## src/abbt_pkg.sv

```systemverilog
`timescale 1ns / 1ps

package abbt_pkg;

   localparam int DEFAULT_MAX_DIM = 4096;

   localparam int COORD_W  = 12;
   localparam int ALPHA_W  = 8;
   localparam int THRESH_W = 9;
   localparam int DIM_W    = 13;
   localparam int CSR_W    = DIM_W;
   localparam int CSR_IDX_W = 2;

   localparam int REQ_DATA_W = 8;
   localparam int RSP_DATA_W = 56;

   localparam logic [THRESH_W-1:0] THRESH_RESET = 9'd1;
   localparam logic [DIM_W-1:0]    DIM_RESET    = 13'd64;

   typedef enum logic [CSR_IDX_W-1:0] {
      REG_ALPHA_THRESHOLD = 2'd0,
      REG_IMAGE_WIDTH     = 2'd1,
      REG_IMAGE_HEIGHT    = 2'd2
   } csr_index_type;

   typedef struct packed {
      logic [COORD_W-1:0] left;
      logic [COORD_W-1:0] top;
      logic [COORD_W-1:0] right;
      logic [COORD_W-1:0] bottom;
      logic               found;
   } box_type;

endpackage

```

## src/alpha_bounding_box_trim_top.sv

```systemverilog
`timescale 1ns / 1ps
// channel   dir  tdata fields (low bit up)                          tlast/tuser
// req_      in   pixel_alpha[7:0]                                   none
// rsp_      out  box_left, box_top, box_right, box_bottom, found    none
// csr_      in   write enable, index 0..2, 13-bit data              none
//
// one pixel per cycle unless the input stalls as below; a frame result passes
// through the input register, then the result register, before it is valid
// reset clears the counters, trackers and output valid, and loads default registers
// the input stalls only when a frame's last pixel meets an unread result

module alpha_bounding_box_trim_top #(
   parameter int MAX_DIM = abbt_pkg::DEFAULT_MAX_DIM
) (
   input  logic                            clock,
   input  logic                            reset,
   input  logic                            req_tvalid,
   output logic                            req_tready,
   input  logic [abbt_pkg::REQ_DATA_W-1:0] req_tdata,  // pixel_alpha[7:0]
   output logic                            rsp_tvalid,
   input  logic                            rsp_tready,
   // box_left[11:0], box_top[23:12], box_right[35:24], box_bottom[47:36],
   // found_opaque[48], zero fill [55:49]
   output logic [abbt_pkg::RSP_DATA_W-1:0] rsp_tdata,
   input  logic                            csr_we,
   input  logic [abbt_pkg::CSR_IDX_W-1:0]  csr_index,
   input  logic [abbt_pkg::CSR_W-1:0]      csr_wdata
);
   import abbt_pkg::*;

   localparam int CW = $clog2(MAX_DIM);

   // config registers
   logic [THRESH_W-1:0] thresh_ff;
   logic [DIM_W-1:0]    width_ff, height_ff;

   // input stage
   logic               s1_valid_ff, s1_valid_in;
   logic [ALPHA_W-1:0] s1_alpha_ff, s1_alpha_in;

   // frame trackers
   logic [CW-1:0] col_ff, col_in, row_ff, row_in;
   logic [CW-1:0] min_col_ff, min_col_in, max_col_ff, max_col_in;
   logic [CW-1:0] min_row_ff, min_row_in, max_row_ff, max_row_in;
   logic          hit_any_ff, hit_any_in;

   // result register
   logic    rsp_valid_ff, rsp_valid_in;
   box_type rsp_box_ff, rsp_box_in;

   logic [CW:0]   w_info, h_info;
   logic [CW-1:0] w_last, h_last;
   logic          w_odd, h_odd;
   logic          hit, row_end, frame_end, out_free, s1_fire;
   logic [CW-1:0] hmin_col, hmax_col, hmin_row, hmax_row;
   logic          hhit_any;
   box_type       box_done;

   // clamp a dimension register to 1..MAX_DIM; returns {odd, dim - 1}
   function automatic logic [CW:0] dim_info(input logic [DIM_W-1:0] d);
      logic [CW:0] r;
      if (d == '0) begin
         r = {1'b1, CW'(0)};
      end else if (32'(d) > 32'(MAX_DIM)) begin
         r = {1'(MAX_DIM % 2), CW'(MAX_DIM - 1)};
      end else begin
         r = {d[0], CW'(d - DIM_W'(1))};
      end
      return r;
   endfunction

   assign w_info = dim_info(width_ff);
   assign h_info = dim_info(height_ff);
   assign w_last = w_info[CW-1:0];
   assign h_last = h_info[CW-1:0];
   assign w_odd  = w_info[CW];
   assign h_odd  = h_info[CW];

   assign hit       = {1'b0, s1_alpha_ff} >= thresh_ff;
   assign row_end   = col_ff >= w_last;
   assign frame_end = row_end && (row_ff >= h_last);
   assign out_free  = !rsp_valid_ff || rsp_tready;
   assign s1_fire   = s1_valid_ff && (!frame_end || out_free);
   assign req_tready = !s1_valid_ff || s1_fire;

   // trackers including the pixel in the input stage
   always_comb begin
      hmin_col = min_col_ff;
      hmax_col = max_col_ff;
      hmin_row = min_row_ff;
      hmax_row = max_row_ff;
      hhit_any = hit_any_ff;
      if (hit) begin
         hhit_any = 1'b1;
         if (!hit_any_ff || col_ff < min_col_ff) hmin_col = col_ff;
         if (!hit_any_ff || col_ff > max_col_ff) hmax_col = col_ff;
         if (!hit_any_ff || row_ff < min_row_ff) hmin_row = row_ff;
         if (!hit_any_ff || row_ff > max_row_ff) hmax_row = row_ff;
      end
   end

   abbt_box_finish #(
      .MAX_DIM (MAX_DIM)
   ) u_finish (
      .min_col    (hmin_col),
      .max_col    (hmax_col),
      .min_row    (hmin_row),
      .max_row    (hmax_row),
      .any_hit    (hhit_any),
      .width_odd  (w_odd),
      .height_odd (h_odd),
      .box        (box_done)
   );

   always_comb begin
      s1_valid_in = s1_valid_ff;
      s1_alpha_in = s1_alpha_ff;
      if (req_tvalid && req_tready) begin
         s1_valid_in = 1'b1;
         s1_alpha_in = req_tdata[ALPHA_W-1:0];
      end else if (s1_fire) begin
         s1_valid_in = 1'b0;
      end
   end

   always_comb begin
      col_in     = col_ff;
      row_in     = row_ff;
      min_col_in = min_col_ff;
      max_col_in = max_col_ff;
      min_row_in = min_row_ff;
      max_row_in = max_row_ff;
      hit_any_in = hit_any_ff;
      if (s1_fire) begin
         if (frame_end) begin
            col_in     = '0;
            row_in     = '0;
            min_col_in = '1;
            max_col_in = '0;
            min_row_in = '1;
            max_row_in = '0;
            hit_any_in = 1'b0;
         end else begin
            min_col_in = hmin_col;
            max_col_in = hmax_col;
            min_row_in = hmin_row;
            max_row_in = hmax_row;
            hit_any_in = hhit_any;
            if (row_end) begin
               col_in = '0;
               row_in = row_ff + CW'(1);
            end else begin
               col_in = col_ff + CW'(1);
            end
         end
      end
   end

   always_comb begin
      rsp_valid_in = rsp_valid_ff;
      rsp_box_in   = rsp_box_ff;
      if (s1_fire && frame_end) begin
         rsp_valid_in = 1'b1;
         rsp_box_in   = box_done;
      end else if (rsp_tready) begin
         rsp_valid_in = 1'b0;
      end
   end

   always_ff @(posedge clock) begin
      if (reset) begin
         thresh_ff <= THRESH_RESET;
         width_ff  <= DIM_RESET;
         height_ff <= DIM_RESET;
      end else if (csr_we) begin
         unique case (csr_index_type'(csr_index))
            REG_ALPHA_THRESHOLD: thresh_ff <= csr_wdata[THRESH_W-1:0];
            REG_IMAGE_WIDTH:     width_ff  <= csr_wdata[DIM_W-1:0];
            REG_IMAGE_HEIGHT:    height_ff <= csr_wdata[DIM_W-1:0];
            default: ;
         endcase
      end
   end

   always_ff @(posedge clock) begin
      if (reset) begin
         s1_valid_ff  <= 1'b0;
         rsp_valid_ff <= 1'b0;
         col_ff       <= '0;
         row_ff       <= '0;
         min_col_ff   <= '1;
         max_col_ff   <= '0;
         min_row_ff   <= '1;
         max_row_ff   <= '0;
         hit_any_ff   <= 1'b0;
      end else begin
         s1_valid_ff  <= s1_valid_in;
         rsp_valid_ff <= rsp_valid_in;
         col_ff       <= col_in;
         row_ff       <= row_in;
         min_col_ff   <= min_col_in;
         max_col_ff   <= max_col_in;
         min_row_ff   <= min_row_in;
         max_row_ff   <= max_row_in;
         hit_any_ff   <= hit_any_in;
      end
   end

   always_ff @(posedge clock) begin
      s1_alpha_ff <= s1_alpha_in;
      rsp_box_ff  <= rsp_box_in;
   end

   assign rsp_tvalid = rsp_valid_ff;
   assign rsp_tdata  = {7'b0, rsp_box_ff.found, rsp_box_ff.bottom, rsp_box_ff.right,
                        rsp_box_ff.top, rsp_box_ff.left};

endmodule

```

## src/abbt_box_finish.sv

```systemverilog
`timescale 1ns / 1ps

module abbt_box_finish #(
   parameter int MAX_DIM = abbt_pkg::DEFAULT_MAX_DIM
) (
   input  logic [$clog2(MAX_DIM)-1:0] min_col,
   input  logic [$clog2(MAX_DIM)-1:0] max_col,
   input  logic [$clog2(MAX_DIM)-1:0] min_row,
   input  logic [$clog2(MAX_DIM)-1:0] max_row,
   input  logic                       any_hit,
   input  logic                       width_odd,
   input  logic                       height_odd,
   output abbt_pkg::box_type          box
);
   import abbt_pkg::*;

   localparam int CW = $clog2(MAX_DIM);
   localparam int XW = (CW + 1 > COORD_W) ? CW + 1 : COORD_W;

   logic [XW-1:0] l_x, r_x, t_x, b_x;
   logic [XW-1:0] l_fix, r_fix, t_fix, b_fix;
   logic          w_mismatch, h_mismatch;

   assign l_x = XW'(min_col);
   assign r_x = XW'(max_col);
   assign t_x = XW'(min_row);
   assign b_x = XW'(max_row);

   // parity of (right - left + 1) is left[0] ^ right[0] ^ 1
   assign w_mismatch = (~(min_col[0] ^ max_col[0])) != width_odd;
   assign h_mismatch = (~(min_row[0] ^ max_row[0])) != height_odd;

   always_comb begin
      l_fix = l_x;
      r_fix = r_x;
      t_fix = t_x;
      b_fix = b_x;
      if (w_mismatch) begin
         if (min_col != '0) begin
            l_fix = l_x - XW'(1);
         end else begin
            r_fix = r_x + XW'(1);
         end
      end
      if (h_mismatch) begin
         if (min_row != '0) begin
            t_fix = t_x - XW'(1);
         end else begin
            b_fix = b_x + XW'(1);
         end
      end
   end

   always_comb begin
      if (any_hit) begin
         box.left   = l_fix[COORD_W-1:0];
         box.top    = t_fix[COORD_W-1:0];
         box.right  = r_fix[COORD_W-1:0];
         box.bottom = b_fix[COORD_W-1:0];
         box.found  = 1'b1;
      end else begin
         // nothing opaque: 2x2 box at the origin
         box.left   = '0;
         box.top    = '0;
         box.right  = COORD_W'(1);
         box.bottom = COORD_W'(1);
         box.found  = 1'b0;
      end
   end

endmodule
```

## config.mk

```make
export PLATFORM = sky130hd
export DESIGN_NAME = alpha_bounding_box_trim_top
export DESIGN_NICKNAME = d
export VERILOG_FILES = /design/src/abbt_pkg.sv /design/src/alpha_bounding_box_trim_top.sv /design/src/abbt_box_finish.sv
export SDC_FILE = /design/constraint.sdc
export NUM_CORES = 1
export LEC_CHECK = 0
export BUFFER_PORTS_ARGS = -buffer_cell sky130_fd_sc_hd__buf_4
export CORE_ASPECT_RATIO = 1.2
export CORE_MARGIN = 2
export CORE_UTILIZATION = 45
export CTS_CLUSTER_SIZE = 28
export DETAILED_ROUTE_END_ITERATION = 8
export MAX_ROUTING_LAYER = met4
export PLACE_DENSITY = 0.65
export SLEW_MARGIN = 20
export SYNTH_ARGS = -nofsm -noshare
export SYNTH_HDL_FRONTEND = slang
export SYNTH_SLANG_ARGS = --single-unit
```

## constraint.sdc

```tcl
create_clock -name clock -period 6.09 [get_ports clock]
set_clock_uncertainty 0.1 [all_clocks]
set_input_delay 0.3045 -clock clock [delete_from_list [all_inputs] [get_ports clock]]
set_output_delay 0.3045 -clock clock [all_outputs]
set_load 0.01 [all_outputs]
```

==> results of run 1 <==
[report_power, final]
group / switching, W / internal (W) / total, W
sequential: 0.0000278 / 0.00119 / 0.00122
clock: 0.000497 / 0.000546 / 0.00104
combinational: 0.000387 / 0.000246 / 0.000633
total: 0.000912 / 0.00199 / 0.00290
[through the flow]
stage	hold WS [ps]	total power (W)	area, um2	worst slack [ps]
after global placement	345	0.00185	12000	1370
after CTS	13.6	0.00291	12700	1210
after floorplan	303	0.00172	11100	405
final	17.1	0.00290	12700	1130
after detailed placement	354	0.00186	12000	1240
after global routing	14.6	0.00304	12700	758
[critical path: stages, from the launching register on]
cell	delay, ps
dfxtp_1	380
nor4_1	450
nand2b_1	190
nor3_2	310
maj3_1	500
inv_1	280
ha_1	330
nand2b_1	130
a21o_1	170
a21o_1	170
a21o_1	190
a21oi_1	400
o211ai_1	490
nor2_1	360
or2_2	310
nor2_1	80
[synth_stat cells (all sizes together) (4+ instances only)]
cell type	instances
a211oi	8
a21o	18
a21oi	93
a22o	7
a22oi	18
a31o	5
a31oi	6
and2	4
and3	16
buf	23
clkbuf	57
dfxtp	110
edfxtp	57
ha	86
inv	72
mux2	12
mux2i	45
nand2	138
nand2b	12
nand3	39
nand3b	6
nand4	34
nand4b	5
nor2	139
nor2b	9
nor3	51
nor3b	5
nor4	25
nor4b	4
o2111ai	4
o211ai	21
o21a	8
o21ai	44
o31a	5
o31ai	8
or2	5
or3	15
xnor2	53
xor2	11
[kinds of logic after synthesis]
| family | Yosys count | share of synthesized area |
|---|---|---|
| xor+xnor | 64 | 0.0512 |
| mux | 57 | 0.0528 |
| compound gates | 269 | 0.162 |
| flops | 167 | 0.353 |
| fa+ha+maj | 88 | 0.0988 |
| other cells | 1 | 0.000338 |
| simple gates | 516 | 0.227 |
| buf+inv | 152 | 0.0556 |
[registers in the layout, indices dropped and copies added (netlist names)]
register / cells
rsp_tdata: 49
height_ff: 13
width_ff: 13
col_ff: 12
max_col_ff: 12
max_row_ff: 12
min_col_ff: 12
min_row_ff: 12
row_ff: 12
thresh_ff: 9
s1_alpha_ff: 8
hit_any_ff: 1
rsp_tvalid: 1
s1_valid_ff: 1
[timing repair]
item                                   in CTS  in global routing
endpoints found under the hold margin      10                  0
gates resized for setup                     0                  0
hold buffers                               10                  0
buffers inserted                            0                  0
[worst paths after layout]
kind | depth (start not counted) | slack [ps] | end
max | 15 | 1130 | col_ff[2]
max reg2reg | 15 | 1130 | col_ff[2]
min reg2reg | 2 | 370 | max_row_ff[10]
min | 3 | 20 | thresh_ff[2]
[area by class of cell]
cell class,instances,area [um2]
multi-input combinational,1001,6640
timing repair buffer,116,896
fill,2277,11400
sequential,167,3910
inverter,72,270
tap,320,400
clock buffer,19,443
clock inverter,13,114
[routing by layer]
metal | routed length (um) | vias to the layer above | global-route usage
met3 | 1410 | 35 | 0.0326
met1 | 13300 | 4531 | 0.305
met5 | 0 | - | -
li1 | - | 4849 | -
met2 | 13000 | 264 | 0.362
met4 | 513 | 0 | 0.0649
==> flow_summary_export.csv, run 1 <==
group,metric,value,unit
status,status,"finished, final reports clean",
detailed_routing,vias_per_cell,5.67,
setup_path,worst_ep_required_time,6320,ps
die,die-width,147,um
sta,worstMarginPinSlew,1010,ps
setup_path,cp-startpoint,"height_ff[6]",
min_path,holdCritStartpoint,"csr_wdata[2]",
clocking,cts_tree,"done",
layout,drive_above_1_share,0.130,
synth,yosysTopAreaCell,"dfxtp_1",
placed_design,port-buffer-count,78,
grt,grt_remaining_overflow,0,
power_and_ir_drop,p_leak,5.17,nW
die,initial_core_util,0.461,
setup_path,cp.arrival,5190,ps
sta,min_period,4960,ps
die,fp.dieH,176,um
layout,antenna_cells,0,
grt,grt_pass1_wl,46200,um
setup_path,end_kind,"flip-flop",
synth,yosysWarningCount,0,
power_and_ir_drop,ir_drop,202,uV
sta,hold_viol,0,
job,drv_cap,0,
placed_design,place_inst,1666,
layout,nNetsFinal,1489,
sta,setup_viol,0,
clocking,cts.sinks,167,
sta,fin_setup_tns,0,ps
clocking,cts_buffer_depth,2,
synth,synthArstFlopShare,0,
synth,postSynthAreaPerCell,8.44,um2
synth,synth_area_leaders,"dfxtp_1 (20%), edfxtp_1 (15%), ha_1 (9.7%)",
synth,yosysSeqAreaShare,0.353,
die,coreArea,24000,um2
die,io_pins,86,
setup_path,startpoint_type,"flip-flop",
clocking,htree_levels,4,
layout,layout_common_cells,"nand2_1 (138), nor2_1 (137), dfxtp_1 (110)",
sta,period_share,0.815,
setup_path,r2r_start,"height_ff[6]",
sta,relSlewSlack,0.323,
setup_path,critPathMaxFanout,12,
synth,yosysTopAreaCellShare,0.198,
grt,grt_use_total,0.228,
detailed_routing,wl,28200,um
clocking,cts_root_buffer,"clkbuf_16",
synth,synthFlopType,"dfxtp_1",
clocking,cts_buffers,17,
min_path,holdCritPathClass,"input port to flip-flop",
detailed_routing,vias,9679,
grt,antenna_found_initial,0,
synth,ys_types,77,
detailed_routing,drc,0,
layout,stdcell_count,1708,
clocking,clkTransAtPathRegs,70,ps
layout,syn_to_final_growth,14.3,%
layout,final_util,0.527,
synth,syn_inst,1314,
synth,synth_edf_count,57,
detailed_routing,drtIter0Drc,716,
grt,grt_pass1_vias,8865,
clocking,insertion_delay,450,ps
grt,grt_start_max_net_pins,64,
synth,ys_ff_latch,167,
sta,fmax,201,MHz
power_and_ir_drop,power.density,229,nW/um2
die,die_area,25900,um2
detailed_routing,first_pass_iters,5,
die,num_rows,62,
sta,rsz0062_at_grt,"no",
placed_design,hpwl,20500,um
sta,maxSlewViolCount,0,
layout,final_common_cell,"nand2_1",
detailed_routing,ant_nets,0,
synth,synth.cell_area,11100,um2
setup_path,worst-setup-path-type,"flip-flop to flip-flop",
placed_design,finalWeightedCongestion,0.934,
detailed_routing,wl_per_cell,16.5,um
Power figures use the tool's default switching activity.
==> run 2, diff against run 1 <==
==> constraint.sdc (replaced) <==
create_clock -name clock -period 4.4 [get_ports clock]
set_clock_uncertainty 0.1 [all_clocks]
set_input_delay 0.22 -clock clock [delete_from_list [all_inputs] [get_ports clock]]
set_output_delay 0.22 -clock clock [all_outputs]
set_load 0.01 [all_outputs]
==> run 2 against run 1 <==
Net effect: fmax grew 18%; hold slack gained 93 ps; critical path type unchanged; worst setup slack lost 930 ps; largest power group unchanged.
==> flow_summary_export.csv, run 2 (synthesis results as in run 1) <==
group,metric,value,unit
detailed_routing,wl,29200,um
sta,min_period,4210,ps
placed_design,port-buffer-count,78,
job,drv_cap,0,
power_and_ir_drop,p_switching,0.00129,W
setup_path,r2r_slack,190,ps
placed_design,finalWeightedCongestion,0.867,
layout,drive_above_1_share,0.173,
clocking,cts.sinks,167,
clocking,cts_buffers,17,
layout,final_common_cell,"buf_4",
placed_design,place_inst,1704,
clocking,insertion_delay,460,ps
sta,setup_viol,0,
grt,grt_pass1_vias,9205,
clocking,htree_levels,4,
placed_design,hpwl,21200,um
detailed_routing,met3_wirelength,1360,um
setup_path,slowest_delay,400,ps
detailed_routing,drtIter0Drc,728,
setup_path,startpoint_type,"flip-flop",
layout,multi_input_comb_area,6760,um2
power_and_ir_drop,pwr-share-comb,0.236,
power_and_ir_drop,clkPwrFrac,0.357,
sta,relSlewSlack,0.430,
detailed_routing,vias,9960,
clocking,cts_root_buffer,"clkbuf_16",
power_and_ir_drop,seqPwrFrac,0.407,
layout,antenna_cells,0,
power_and_ir_drop,internal_power,0.00284,W
grt,grt_start_max_net_pins,64,
power_and_ir_drop,p_leak,5.47,nW
detailed_routing,wl_per_cell,16.5,um
power_and_ir_drop,ir_drop,308,uV
detailed_routing,ant_nets,0,
clocking,cts_buffer_depth,2,
die,io_pins,86,
layout,layout_common_cells,"buf_4 (152), nand2_1 (137), nor2_1 (134)",
sta,period_share,0.956,
layout,seq_area,3910,um2
sta,hold_viol,0,
grt,grt_pass1_wl,47200,um
setup_path,cp.buffers_inverters,1,
setup_path,end_kind,"flip-flop",
detailed_routing,met2_length,13600,um
layout,syn_to_final_growth,19.9,%
sta,fmax,238,MHz
setup_path,worst-setup-path-type,"flip-flop to flip-flop",
power_and_ir_drop,switching_share,0.312,
layout,largest_reg_flops,49,
grt,antenna_found_initial,0,
clocking,cts_tree,"done",
die,fp.dieH,176,um
sta,whs,110,ps
status,status,"finished, final reports clean",
setup_path,cp.arrival,4410,ps
detailed_routing,top_layer_used,"met4",
power_and_ir_drop,power.density,311,nW/um2
setup_path,cp_top_family,"simple AND/OR/NAND/NOR gates",
die,coreArea,24000,um2
detailed_routing,vias_per_cell,5.64,
grt,grt_use_total,0.233,
clocking,clkTransAtPathRegs,80,ps
layout,stdcell_count,1767,
setup_path,slowest_stage,"or3_4",
layout,fill_cells,2223,
die,die-width,147,um
setup_path,worst_ep_required_time,4600,ps
detailed_routing,drc,0,
grt,grt_remaining_overflow,0,
sta,worstMarginPinSlew,852,ps
setup_path,critPathMaxFanout,7,
min_path,holdCritPathClass,"input port to flip-flop",
detailed_routing,first_pass_iters,5,
die,die_area,25900,um2
die,num_rows,62,
sta,maxSlewViolCount,0,
layout,nNetsFinal,1548,
detailed_routing,drt-met1-wl,13600,um
setup_path,cp_cell_sequence,"inv_1, ha_1, and2_0, a221o_1, a22oi_2, o211a_1, mux2i_2, ha_2, nand2_1, or3_4, nor3_4, mux2i_4, a31oi_4, nand3_2, or3_1, a21oi_1",
die,initial_core_util,0.461,
[run 2: what timing repair did]
action,in CTS,in global routing
buffers inserted,1,8
hold buffers,22,0
pin swaps,0,5
gates cloned,0,0
endpoints found under the hold margin,44,0
endpoints found under the setup margin,2,76
gates resized for setup,1,27
[run 2: worst register-to-register path: cells and delay by family, from the launching register on]
family / cells / cell delay, ps
compound gates: 5 / 1210
mux: 2 / 390
fa+ha+maj: 2 / 540
buf+inv: 1 / 110
flops: 1 / 360
simple gates: 6 / 1360
[run 2: layer usage]
layer	track usage	up-vias
met5	-	-
met4	0.0761	0
met3	0.0282	39
met2	0.372	276
met1	0.308	4680
li1	-	4965
[run 2: area by class of cell]
class | instances | area share
multi-input cells | 1001 | 0.508
flip-flops and latches | 167 | 0.294
repair buffers | 175 | 0.104
clock buffers | 20 | 0.0352
well taps | 320 | 0.0301
inverters | 72 | 0.0203
clock inverters | 12 | 0.00790
[run 2: power by group through the flow]
stage	Combinational (W)	Sequential, W	Clock [W]
2_1_floorplan	0.000682	0.00171	0
5_1_grt	0.00108	0.00169	0.00155
6_report	0.000975	0.00168	0.00147
3_5_place_dp	0.000906	0.00172	0
4_1_cts	0.000931	0.00168	0.00149
3_3_place_gp	0.000890	0.00172	0
[run 2: final timing paths]
path                   from              to  cells after the start
max           min_col_ff[6]   rsp_tdata[31]                     16
min reg2reg  max_row_ff[10]  max_row_ff[10]                      2
min            csr_index[0]    thresh_ff[7]                      4
max reg2reg   min_col_ff[6]   rsp_tdata[31]                     16
[run 2: per-stage QoR]
step	setup slack [ps]	util	setup TNS, ps	total power, W	area, um2
floorplan	25.6	-	0	0.00239	11100
finish	192	0.553	0	0.00413	13300
global route	-3.90	0.553	-5.53	0.00431	13300
global placement	83.8	0.512	0	0.00260	12300
detailed placement	35.0	0.512	0	0.00262	12300
CTS	4.05	0.546	0	0.00410	13100
==> run 3, diff against run 2 <==
--- a/config.mk
+++ b/config.mk
@@ -12,7 +12,7 @@
 export CTS_CLUSTER_SIZE = 28
 export DETAILED_ROUTE_END_ITERATION = 8
 export MAX_ROUTING_LAYER = met4
-export PLACE_DENSITY = 0.65
+export PLACE_DENSITY = 0.74
 export SLEW_MARGIN = 20
 export SYNTH_ARGS = -nofsm -noshare
 export SYNTH_HDL_FRONTEND = slang
==> run 3 against run 2 <==
Net effect: cell count fell by 0.62%; sequential share of layout area grew 0.22 points; total power fell by 0.47%; die area unchanged; worst setup slack worse by 39 ps; via count up 0.54%; critical path depth decreased by 1; fmax fell by 0.92%; register-to-register slack worse by 40 ps; clock-buffer cell count fell by 2; final area shrank 0.67%; global-route usage shrank 0.52 points.
==> flow_summary_export.csv, run 3 (synthesis results as in run 1) <==
group,metric,value,unit
detailed_routing,wl,28800,um
setup_path,endpoint,"rsp_tdata[30]",
placed_design,hpwl,20700,um
sta,setup_viol,0,
layout,syn_to_final_growth,19.1,%
setup_path,cp.arrival,4350,ps
die,io_pins,86,
clocking,clkTransAtPathRegs,80,ps
detailed_routing,ant_nets,0,
layout,final_common_cell,"buf_4",
layout,fill_cells,2144,
layout,layout_common_cells,"buf_4 (139), nand2_1 (138), nor2_1 (136)",
clocking,cts_buffers,17,
layout,antenna_cells,0,
clocking,cts.sinks,167,
layout,drive_above_1_share,0.168,
setup_path,worst_ep_required_time,4510,ps
die,die-width,147,um
clocking,cts_tree,"done",
grt,grt_start_max_net_pins,64,
placed_design,finalWeightedCongestion,0.921,
setup_path,r2r_start,"s1_alpha_ff[3]",
sta,worstMarginPinSlew,986,ps
min_path,holdCritPathClass,"input port to flip-flop",
setup_path,cp-startpoint,"s1_alpha_ff[3]",
setup_path,r2r_end,"rsp_tdata[30]",
power_and_ir_drop,power.density,311,nW/um2
grt,grt_remaining_overflow,0,
setup_path,critPathMaxFanout,5,
detailed_routing,vias_per_cell,5.70,
clocking,htree_levels,4,
die,num_rows,62,
setup_path,r2r.worst_path.cells,15,
sta,relSlewSlack,0.340,
clocking,insertion_delay,450,ps
die,die_area,25900,um2
detailed_routing,top_layer_used,"met4",
setup_path,startpoint_type,"flip-flop",
detailed_routing,wl_per_cell,16.4,um
sta,period_share,0.965,
placed_design,dpl_cell_area,12300,um2
detailed_routing,first_pass_iters,5,
setup_path,worst-setup-path-type,"flip-flop to flip-flop",
layout,nNetsFinal,1537,
detailed_routing,met2_length,13600,um
setup_path,r2r_slack,150,ps
layout,fin_area,13200,um2
sta,fin_setup_tns,0,ps
job,drv_cap,0,
grt,grt_pass1_wl,46600,um
sta,fmax,235,MHz
detailed_routing,drc,0,
grt,antenna_found_initial,0,
detailed_routing,met3_wirelength,1650,um
status,status,"finished, final reports clean",
sta,hold_viol,0,
grt,grt_use_total,0.227,
layout,multi_input_comb_area,6740,um2
power_and_ir_drop,ir_drop,291,uV
detailed_routing,drtIter0Drc,668,
placed_design,port-buffer-count,78,
layout,largest_reg_flops,49,
detailed_routing,drt-met1-wl,12800,um
sta,maxSlewViolCount,0,
power_and_ir_drop,p_leak,5.43,nW
die,fp.dieH,176,um
placed_design,preCtsSetupSlack,108,ps
clocking,cts_buffer_depth,2,
grt,grt_pass1_vias,9242,
clocking,cts_root_buffer,"clkbuf_16",
die,coreArea,24000,um2
die,initial_core_util,0.461,
sta,setup_ws,153,ps
layout,seq_area,3920,um2
setup_path,end_kind,"flip-flop",
detailed_routing,vias,10000,
sta,min_period,4250,ps
## run 3: worst min path at each step
stage / to / slack, ps / startpoint / cells past startpoint
6_report: thresh_ff[8] / 170 / csr_index[0] / 4
5_1_grt: thresh_ff[2] / 180 / csr_index[0] / 4
4_1_cts: rsp_tvalid / 130 / rsp_tready / 3
3_5_place_dp: s1_alpha_ff[4] / 300 / req_tdata[4] / 1
3_3_place_gp: s1_alpha_ff[4] / 300 / req_tdata[4] / 1
2_1_floorplan: s1_alpha_ff[0] / 220 / req_tdata[0] / 0
## run 3: critical path, cell delays in order (launching register included)
cell and delay (ps):
edfxtp_1 370, ha_1 310, nand4_1 90, o221a_2 300
o21ai_4 310, o211a_1 310, mux2i_2 270, ha_2 240
nand3_1 90, or3_1 360, nor3_2 200, mux2i_2 160
nor4b_2 310, nand3_1 110, mux2_2 310, a21o_1 150
## run 3: cell type report
class / instances / share of cell area
timing repair buffer: 163 / 0.0987
tap: 320 / 0.0303
multi-input combinational: 1002 / 0.510
clock inverter: 14 / 0.00975
inverter: 72 / 0.0205
clock buffer: 18 / 0.0341
sequential: 167 / 0.296
## run 3: stage by stage
| step | cells | hold WS (ps) | util | power, W |
|---|---|---|---|---|
| final | 1756 | 167 | 0.549 | 0.00411 |
| after global routing | 1756 | 183 | 0.549 | 0.00430 |
| after CTS | 1752 | 130 | 0.544 | 0.00409 |
| after detailed placement | 1698 | 299 | 0.510 | 0.00261 |
| after global placement | 1698 | 299 | 0.510 | 0.00259 |
| after floorplan | 1320 | 219 | - | 0.00239 |
## run 3: per-layer routing
layer  vias up  track usage
li1       4942            -
met1      4662        0.292
met2       350        0.369
met3        60       0.0349
met4         0       0.0753
met5         -            -
## run 3: what timing repair did
action                                  CTS  global route
hold endpoints to repair                 44             0
cloned                                    0             1
hold buffers                             22             0
pin swaps                                 0             0
gates resized for setup                   1            23
setup buffers                             0             3
endpoints found under the setup margin    1            74
## run 3: report_power, final
part | switching, W | internal [W] | total [W]
Sequential | 0.0000345 | 0.00165 | 0.00169
Combinational | 0.000564 | 0.000387 | 0.000951
Clock | 0.000694 | 0.000782 | 0.00148
